## config.mk

```make
export PLATFORM = sky130hd
export DESIGN_NAME = websocket_frame_deframer_top_flat
export DESIGN_NICKNAME = d
export VERILOG_FILES = /design/src/hdl/wsd_pkg.sv /design/src/hdl/wsd_byte_if.sv /design/src/hdl/wsd_result_if.sv /design/src/hdl/wsd_parser.sv /design/src/hdl/wsd_out_reg.sv /design/src/hdl/websocket_frame_deframer_top.sv /design/src/flat_wrapper.sv
export SDC_FILE = /design/constraint.sdc
export NUM_CORES = 1
export LEC_CHECK = 0
export BUFFER_PORTS_ARGS = -buffer_cell sky130_fd_sc_hd__buf_2
export CAP_MARGIN = 10
export CORE_UTILIZATION = 40
export CTS_CLUSTER_SIZE = 30
export DETAILED_ROUTE_END_ITERATION = 10
export MAX_ROUTING_LAYER = met4
export PLACE_DENSITY = 0.59
export SYNTH_ARGS = -nofsm -noshare
export SYNTH_HDL_FRONTEND = slang
export SYNTH_SLANG_ARGS = --single-unit
export TNS_END_PERCENT = 100
```

## constraint.sdc

```tcl
create_clock -name clk -period 2.8 [get_ports clk]
set_input_delay 0.42 -clock clk [delete_from_list [all_inputs] [get_ports clk]]
set_output_delay 0.42 -clock clk [all_outputs]
set_load 0.1 [all_outputs]
```

## src/hdl/wsd_pkg.sv

```systemverilog
// shared types and constants for the websocket frame deframer
`timescale 1ns / 1ps
package wsd_pkg;

	localparam logic [7:0] MASK_FLAG = 8'h80;
	localparam logic [6:0] LEN_FIELD = 7'h7F;
	localparam logic [6:0] LEN_EXT16 = 7'd126;
	localparam logic [6:0] LEN_EXT64 = 7'd127;
	localparam logic [2:0] KEY_BYTES = 3'd4;

	typedef struct packed {
		logic [7:0] data_byte;
		logic       last_byte;
		logic       empty_frame;
		logic       bad_length;
	} wsd_result_t;

endpackage

```

## src/hdl/wsd_byte_if.sv

```systemverilog
// request channel carrying one received stream byte
`timescale 1ns / 1ps
interface wsd_byte_if;
	logic       valid;
	logic       ready;
	logic [7:0] rx_byte;

	modport source (output valid, output rx_byte, input ready);
	modport sink (input valid, input rx_byte, output ready);
endinterface

```

## src/hdl/wsd_result_if.sv

```systemverilog
// request channel carrying one deframed result
`timescale 1ns / 1ps
interface wsd_result_if;
	logic       valid;
	logic       ready;
	logic [7:0] data_byte;
	logic       last_byte;
	logic       empty_frame;
	logic       bad_length;

	modport source (output valid, output data_byte, output last_byte,
		output empty_frame, output bad_length, input ready);
	modport sink (input valid, input data_byte, input last_byte,
		input empty_frame, input bad_length, output ready);
endinterface

```

## src/hdl/wsd_parser.sv

```systemverilog
// frame header state machine and payload unmasking
`timescale 1ns / 1ps
module wsd_parser (
	input  logic                 clk,
	input  logic                 arst_n,
	input  logic                 step,
	input  logic [7:0]           rx_byte,
	output logic                 emit,
	output wsd_pkg::wsd_result_t result
);
	import wsd_pkg::*;

	typedef enum logic [2:0] {
		PH_HDR0    = 3'd0,
		PH_HDR1    = 3'd1,
		PH_EXT_HI  = 3'd2,
		PH_EXT_LO  = 3'd3,
		PH_MASK    = 3'd4,
		PH_PAYLOAD = 3'd5,
		PH_HALT    = 3'd6
	} phase_t;

	phase_t      phase_q, phase_d;
	logic        mask_present_q, mask_present_d;
	logic [15:0] frame_length_q, frame_length_d;
	logic [15:0] bytes_seen_q, bytes_seen_d;
	logic [31:0] mask_key_q, mask_key_d;

	logic [6:0]  code;
	logic [15:0] seen_inc;
	logic [7:0]  key;

	assign code     = rx_byte[6:0] & LEN_FIELD;
	assign seen_inc = bytes_seen_q + 16'd1;

	// key byte picked by payload index mod 4, first key byte on top
	always_comb begin
		unique case (bytes_seen_q[1:0])
			2'd0: key = mask_key_q[31:24];
			2'd1: key = mask_key_q[23:16];
			2'd2: key = mask_key_q[15:8];
			default: key = mask_key_q[7:0];
		endcase
	end

	// next state and result for the byte at hand
	always_comb begin
		phase_d        = phase_q;
		mask_present_d = mask_present_q;
		frame_length_d = frame_length_q;
		bytes_seen_d   = bytes_seen_q;
		mask_key_d     = mask_key_q;
		emit           = 1'b0;
		result         = '0;
		unique case (phase_q)
			PH_HDR1: begin
				mask_present_d = (rx_byte & MASK_FLAG) != 8'h00;
				mask_key_d     = '0;
				if (code == LEN_EXT64) begin
					phase_d           = PH_HALT;
					emit              = 1'b1;
					result.bad_length = 1'b1;
				end else if (code == LEN_EXT16) begin
					phase_d = PH_EXT_HI;
				end else begin
					frame_length_d = {9'd0, code};
					bytes_seen_d   = '0;
					if (rx_byte[7]) begin
						phase_d = PH_MASK;
					end else if (code == 7'd0) begin
						phase_d            = PH_HDR0;
						emit               = 1'b1;
						result.empty_frame = 1'b1;
					end else begin
						phase_d = PH_PAYLOAD;
					end
				end
			end
			PH_EXT_HI: begin
				frame_length_d = {rx_byte, 8'h00};
				phase_d        = PH_EXT_LO;
			end
			PH_EXT_LO: begin
				frame_length_d = {frame_length_q[15:8], rx_byte};
				bytes_seen_d   = '0;
				if (mask_present_q) begin
					phase_d = PH_MASK;
				end else if (frame_length_d == 16'd0) begin
					phase_d            = PH_HDR0;
					emit               = 1'b1;
					result.empty_frame = 1'b1;
				end else begin
					phase_d = PH_PAYLOAD;
				end
			end
			PH_MASK: begin
				mask_key_d   = {mask_key_q[23:0], rx_byte};
				bytes_seen_d = seen_inc;
				if (seen_inc >= {13'd0, KEY_BYTES}) begin
					bytes_seen_d = '0;
					if (frame_length_q == 16'd0) begin
						phase_d            = PH_HDR0;
						emit               = 1'b1;
						result.empty_frame = 1'b1;
					end else begin
						phase_d = PH_PAYLOAD;
					end
				end
			end
			PH_PAYLOAD: begin
				bytes_seen_d     = seen_inc;
				emit             = 1'b1;
				result.data_byte = rx_byte ^ key;
				if (seen_inc >= frame_length_q) begin
					phase_d          = PH_HDR0;
					result.last_byte = 1'b1;
				end
			end
			PH_HALT: begin
				phase_d = PH_HALT;
			end
			default: begin
				phase_d = PH_HDR1;
			end
		endcase
	end

	// state registers, updated once per consumed byte
	always_ff @(posedge clk or negedge arst_n) begin
		if (!arst_n) begin
			phase_q        <= PH_HDR0;
			mask_present_q <= 1'b0;
			frame_length_q <= '0;
			bytes_seen_q   <= '0;
			mask_key_q     <= '0;
		end else if (step) begin
			phase_q        <= phase_d;
			mask_present_q <= mask_present_d;
			frame_length_q <= frame_length_d;
			bytes_seen_q   <= bytes_seen_d;
			mask_key_q     <= mask_key_d;
		end
	end

endmodule

```

## src/hdl/wsd_out_reg.sv

```systemverilog
// result register that drives the output channel
`timescale 1ns / 1ps
module wsd_out_reg (
	input  logic                 clk,
	input  logic                 arst_n,
	input  logic                 load,
	input  wsd_pkg::wsd_result_t result,
	output logic                 free,
	wsd_result_if.source         res
);
	import wsd_pkg::*;

	logic        valid_q;
	wsd_result_t data_q;

	// register can take a new result when empty or being drained
	assign free = !valid_q || res.ready;

	// valid flag
	always_ff @(posedge clk or negedge arst_n) begin
		if (!arst_n) begin
			valid_q <= 1'b0;
		end else if (free) begin
			valid_q <= load;
		end
	end

	// payload, no reset needed
	always_ff @(posedge clk) begin
		if (load && free) begin
			data_q <= result;
		end
	end

	assign res.valid       = valid_q;
	assign res.data_byte   = data_q.data_byte;
	assign res.last_byte   = data_q.last_byte;
	assign res.empty_frame = data_q.empty_frame;
	assign res.bad_length  = data_q.bad_length;

endmodule

```

## src/hdl/websocket_frame_deframer_top.sv

```systemverilog
// websocket frame deframer: input register, header parser, result register
// path: input register holds the byte, result register then holds its result
// throughput: one byte per cycle unless the result register is full and not draining
// reset: arst_n clears the parser to await a first header byte and empties both registers
// after a bad length the parser drops every byte until the next reset
`timescale 1ns / 1ps
module websocket_frame_deframer_top (
	input  logic          clk,
	input  logic          arst_n,
	wsd_byte_if.sink      rx,
	wsd_result_if.source  res
);
	import wsd_pkg::*;

	logic        valid_s1;
	logic [7:0]  byte_s1;
	logic        emit;
	logic        out_free;
	logic        advance;
	wsd_result_t result;

	// the held byte moves on if it yields nothing or the result register has room
	assign advance  = valid_s1 && (!emit || out_free);
	assign rx.ready = !valid_s1 || advance;

	// input register
	always_ff @(posedge clk or negedge arst_n) begin
		if (!arst_n) begin
			valid_s1 <= 1'b0;
		end else if (rx.ready) begin
			valid_s1 <= rx.valid;
		end
	end

	always_ff @(posedge clk) begin
		if (rx.ready && rx.valid) begin
			byte_s1 <= rx.rx_byte;
		end
	end

	wsd_parser u_parser (
		.clk     (clk),
		.arst_n  (arst_n),
		.step    (advance),
		.rx_byte (byte_s1),
		.emit    (emit),
		.result  (result)
	);

	wsd_out_reg u_out_reg (
		.clk    (clk),
		.arst_n (arst_n),
		.load   (advance && emit),
		.result (result),
		.free   (out_free),
		.res    (res)
	);

endmodule

```

## src/flat_wrapper.sv

```systemverilog
// flat-port wrapper written by rule: the top's interface ports become plain ports
module websocket_frame_deframer_top_flat import wsd_pkg::*;
  (clk, arst_n, rx_valid, rx_rx_byte, rx_ready, res_valid, res_data_byte, res_last_byte, res_empty_frame, res_bad_length, res_ready);
  wsd_byte_if rx_i ();
  wsd_result_if res_i ();
  input  logic clk;
  input  logic arst_n;
  input wire logic [$bits(rx_i.valid)-1:0] rx_valid;
  input wire logic [$bits(rx_i.rx_byte)-1:0] rx_rx_byte;
  output wire logic [$bits(rx_i.ready)-1:0] rx_ready;
  output wire logic [$bits(res_i.valid)-1:0] res_valid;
  output wire logic [$bits(res_i.data_byte)-1:0] res_data_byte;
  output wire logic [$bits(res_i.last_byte)-1:0] res_last_byte;
  output wire logic [$bits(res_i.empty_frame)-1:0] res_empty_frame;
  output wire logic [$bits(res_i.bad_length)-1:0] res_bad_length;
  input wire logic [$bits(res_i.ready)-1:0] res_ready;
  assign rx_i.valid = rx_valid;
  assign rx_i.rx_byte = rx_rx_byte;
  assign rx_ready = rx_i.ready;
  assign res_valid = res_i.valid;
  assign res_data_byte = res_i.data_byte;
  assign res_last_byte = res_i.last_byte;
  assign res_empty_frame = res_i.empty_frame;
  assign res_bad_length = res_i.bad_length;
  assign res_i.ready = res_ready;
  websocket_frame_deframer_top u_core (.clk(clk), .arst_n(arst_n), .rx(rx_i), .res(res_i));
endmodule
```

==> reports/qor.csv <==
stage,metric,value,unit
status,status,finished with violations,
status,failing checks,negative setup slack,
global_route,global-route wire length before repair,23.14,mm
timing,Achievable Freq,326.7,MHz
min_path,worst min-delay path class,in2async,
die,core area,0.01211,mm²
final_layout,antenna fix cells,0,
pwr,switch share,41.21,%
timing,Final Hold Viols,0,
logic_synthesis,Synth top area share,34.91,%
logic_synthesis,Synth Instances,511,
place,placed cell areas,0.005793,mm²
setup_path,CP max-delay cell,or4_4,
route,DRT iter0 DRCs,356,
timing,Worst Max-Slew Pin Slew,0.6417,ns
logic_synthesis,syn_nets,544,
pwr,net switching power,2.491,mW
final_layout,Layout area overhead,34.11,%
setup_path,crit path DAT,2.64,ns
cts,CTS tree,yes,
setup_path,Startpoint Class,flip-flop,
global_route,antenna violations before repair,0,
cts,clk sinks,89,
die,Die Span Y,114.0,µm
pwr,VDD IR max,0.0006558,V
timing,unrepaired setup endpoints after global routing,true,
final_layout,share of cells above drive strength 1,34.62,%
pwr,Lkg Pwr,3.019,nW
timing,period utilization,109.3,%
timing,hold slack,0.02705,ns
pwr,Clk network pwr share,20.1,%
global_route,vias in the first global route,4353,
timing,fin crit period,3.061,ns
logic_synthesis,Syn Area/Cell,9.819,µm²
place,Setup WS pre-CTS,-0.1114,ns
route,DRT Pass-1 Iters,7,
cts,H-tree depth,3,
route,Via Count,4299,
cts,Num CTS Buffers,9,
timing,fin worst setup slack,-0.2608,ns
timing,Slew headroom,56.89,%
setup_path,Critical path buffers and inverters,2,
route,vias per cell,5.449,
logic_synthesis,Most used DFF post-synth,dfrtp_1,
setup_path,Critical R2R Launch,u_core.u_parser.bytes_seen_q[6],
global_route,total track usage,24.23,%
setup_path,CP top delay family,simple AND/OR/NAND/NOR gates,
die,num rows,40,
run,max-capacitance violation count,0,
final_layout,Finished Cell Area,0.006729,mm²
setup_path,FF-to-FF path depth,10,
pwr,Internal Power,3.553,mW
timing,skew final,0.007889,ns
final_layout,most frequent cells in the layout,"79 x buf_4, 72 x nand2_1, 64 x dfrtp_1, 31 x inv_1, 29 x o21ai_0",
die,Starting Density,41.43,%
cts,CTS Hold Bufs,0,
pwr,total power per unit cell area,898.2,mW/mm²
place,port bufs,24,
logic_synthesis,Post-synth EDFFs,19,
pwr,Gate power share,49.1,%
setup_path,Worst Path Max Fanout,3,
logic_synthesis,leading area contributor after synthesis,dfrtp_1,
timing,setup TNS,-3.968,ns
setup_path,critical-path cell list,or4_4 -> or4_4 -> a21boi_2 -> nor2_1 -> inv_1 -> o21ai_2 -> or2_4 -> buf_12,
logic_synthesis,mapped cell area,0.005017,mm²
die,Die Width,114.0,µm
place,gpl congestion,0.9527,
logic_synthesis,Syn. warnings,0,
cts,"CTS clk-pin slew, worst paths",0.07,ns
route,Routed Antenna Nets,0,
die,die area,0.01299,mm²
route,Total Wirelength,14.20,mm
timing,# setup viols final,40,
cts,maximum buffer depth of the clock tree,2,
logic_synthesis,sequential-to-total area share from yosys stat,46.28,%
final_layout,nets,649,
logic_synthesis,post-synth cell types,64,
setup_path,Critical Path Most Common Cell,or4_4,
route,detailed-route DRC error count,0,
route,DR WL/cell,18.00,µm
setup_path,crit path capture type,output port,
setup_path,Worst Setup SP,u_core.u_parser.frame_length_q[13],
global_route,pin count of the biggest net entering global routing,36,
setup_path,"slowest stage delay, CP",0.58,ns
setup_path,WS Path Type,reg2out,
setup_path,CP Depth,8,
timing,Max Slew Vio Count,0,
cts,clk_lat worst skew,0.35,ns
place,DP HPWL,9.283,mm
logic_synthesis,largest cells by area after synthesis,"dfrtp_1 35%, edfxtp_1 11%, nand2_1 5.7%",
setup_path,Critical Path RT,2.38,ns
final_layout,"most common cell after layout, fill and taps aside",buf_4,
pwr,Reg power frac,30.8,%
die,IO Pins,25,
logic_synthesis,Seq cells post-synth,89,
logic_synthesis,"Async S/R FF share, synth",78.65,%
cts,Clk Tree Root Cell,clkbuf_16,
global_route,global route overflow,0,
power by group through the flow:
stage	combinational, mW	clock (mW)	sequential (mW)
global placement	2.17	0	1.85
CTS	2.67	1.23	1.85
floorplan	1.22	0	2.08
detailed placement	2.20	0	1.85
global route	3.18	1.29	1.89
finish	2.97	1.21	1.86
routing by layer:
metal	track usage, %	share of wire, %	vias up
li1	-	-	2049
met1	31.10	45	2100
met2	37.82	48	126
met3	4.198	4.7	24
met4	10.30	2.2	0
met5	-	0	-
sequential cells by signal, indices dropped and copies added, names as in the netlist:
register and cells:
u_core.byte_s1 8, u_core.u_out_reg.res.last_byte 1, u_core.u_out_reg.res.data_byte 8, u_core.u_parser.mask_present_q 1
u_core.u_parser.phase_q 3, u_core.u_parser.bytes_seen_q 16, u_core.u_parser.mask_key_q 32, u_core.valid_s1 1
u_core.u_out_reg.res.empty_frame 1, u_core.u_parser.frame_length_q 16, u_core.u_out_reg.res.valid 1, u_core.u_out_reg.res.bad_length 1
final cells by class:
class                           count  area (µm²)
Tap cell                          168       210.2
Multi-Input combinational cell    363        2751
Fill cell                        1087        5383
Timing Repair Buffer              122        1026
Sequential cell                    89        2330
Inverter                           31       116.4
Clock inverter                      6       56.30
Clock buffer                       10       239.0
repair_timing:
action                                  in CTS  in global routing
gates cloned                                 5                  0
gates resized for setup                     41                 59
hold endpoints to repair                     0                  0
endpoints found under the setup margin      47                 63
buffers inserted                            46                  5
pin swaps                                   26                 11
per-stage QoR:
stage | util (%) | std cells | total power, mW
after floorplan | - | 511 | 3.305
after global placement | 47.83 | 748 | 4.026
after detailed placement | 47.83 | 748 | 4.050
after CTS | 53.72 | 786 | 5.742
after global routing | 55.56 | 789 | 6.360
final | 55.56 | 789 | 6.044
synthesized netlist by cell type, drive strengths merged, types with 5 or more instances:
| master | number |
|---|---|
| dfrtp | 70 |
| nand4 | 10 |
| nor2 | 34 |
| ha | 21 |
| o31ai | 12 |
| nor4 | 5 |
| a222oi | 8 |
| or4 | 9 |
| nand3 | 11 |
| o21ai | 51 |
| nand2b | 7 |
| a21oi | 9 |
| a22o | 28 |
| nand2 | 76 |
| xnor2 | 17 |
| xor2 | 5 |
| a21o | 7 |
| inv | 31 |
| buf | 14 |
| edfxtp | 19 |
| nor3 | 7 |
| mux2i | 5 |
| and2 | 6 |
| clkbuf | 16 |
logic make-up after synthesis:
group | Yosys count | share of synthesized area (%)
simple gates | 179 | 18.35
compound gates | 131 | 18.83
flops | 89 | 46.28
buf+inv | 61 | 5.785
xor+xnor | 22 | 3.840
fa+ha+maj | 21 | 5.237
mux | 8 | 1.671
path summary, 6_finish.rpt:
check                                                  end  slack [ns]
hold reg to reg             u_core.u_parser.mask_key_q[25]        0.51
setup reg to reg           u_core.u_parser.bytes_seen_q[3]       -0.14
setup / recovery                                  rx_ready       -0.26
max in group asynchronous   u_core.u_parser.mask_key_q[19]        1.94
min in group clk                         u_core.byte_s1[1]        0.24
hold / removal             u_core.u_parser.bytes_seen_q[7]        0.03
worst reg2reg max path: stages, from the launching register on:
cell     delay (ns)
dfrtp_1        0.43
or4_4          0.56
and4b_1        0.25
nor3_1         0.05
a211o_1        0.28
buf_4          0.14
buf_4          0.14
buf_4          0.14
o31a_1         0.37
or4_1          0.42
o21ai_1        0.08
Power figures use the tool's default switching activity.
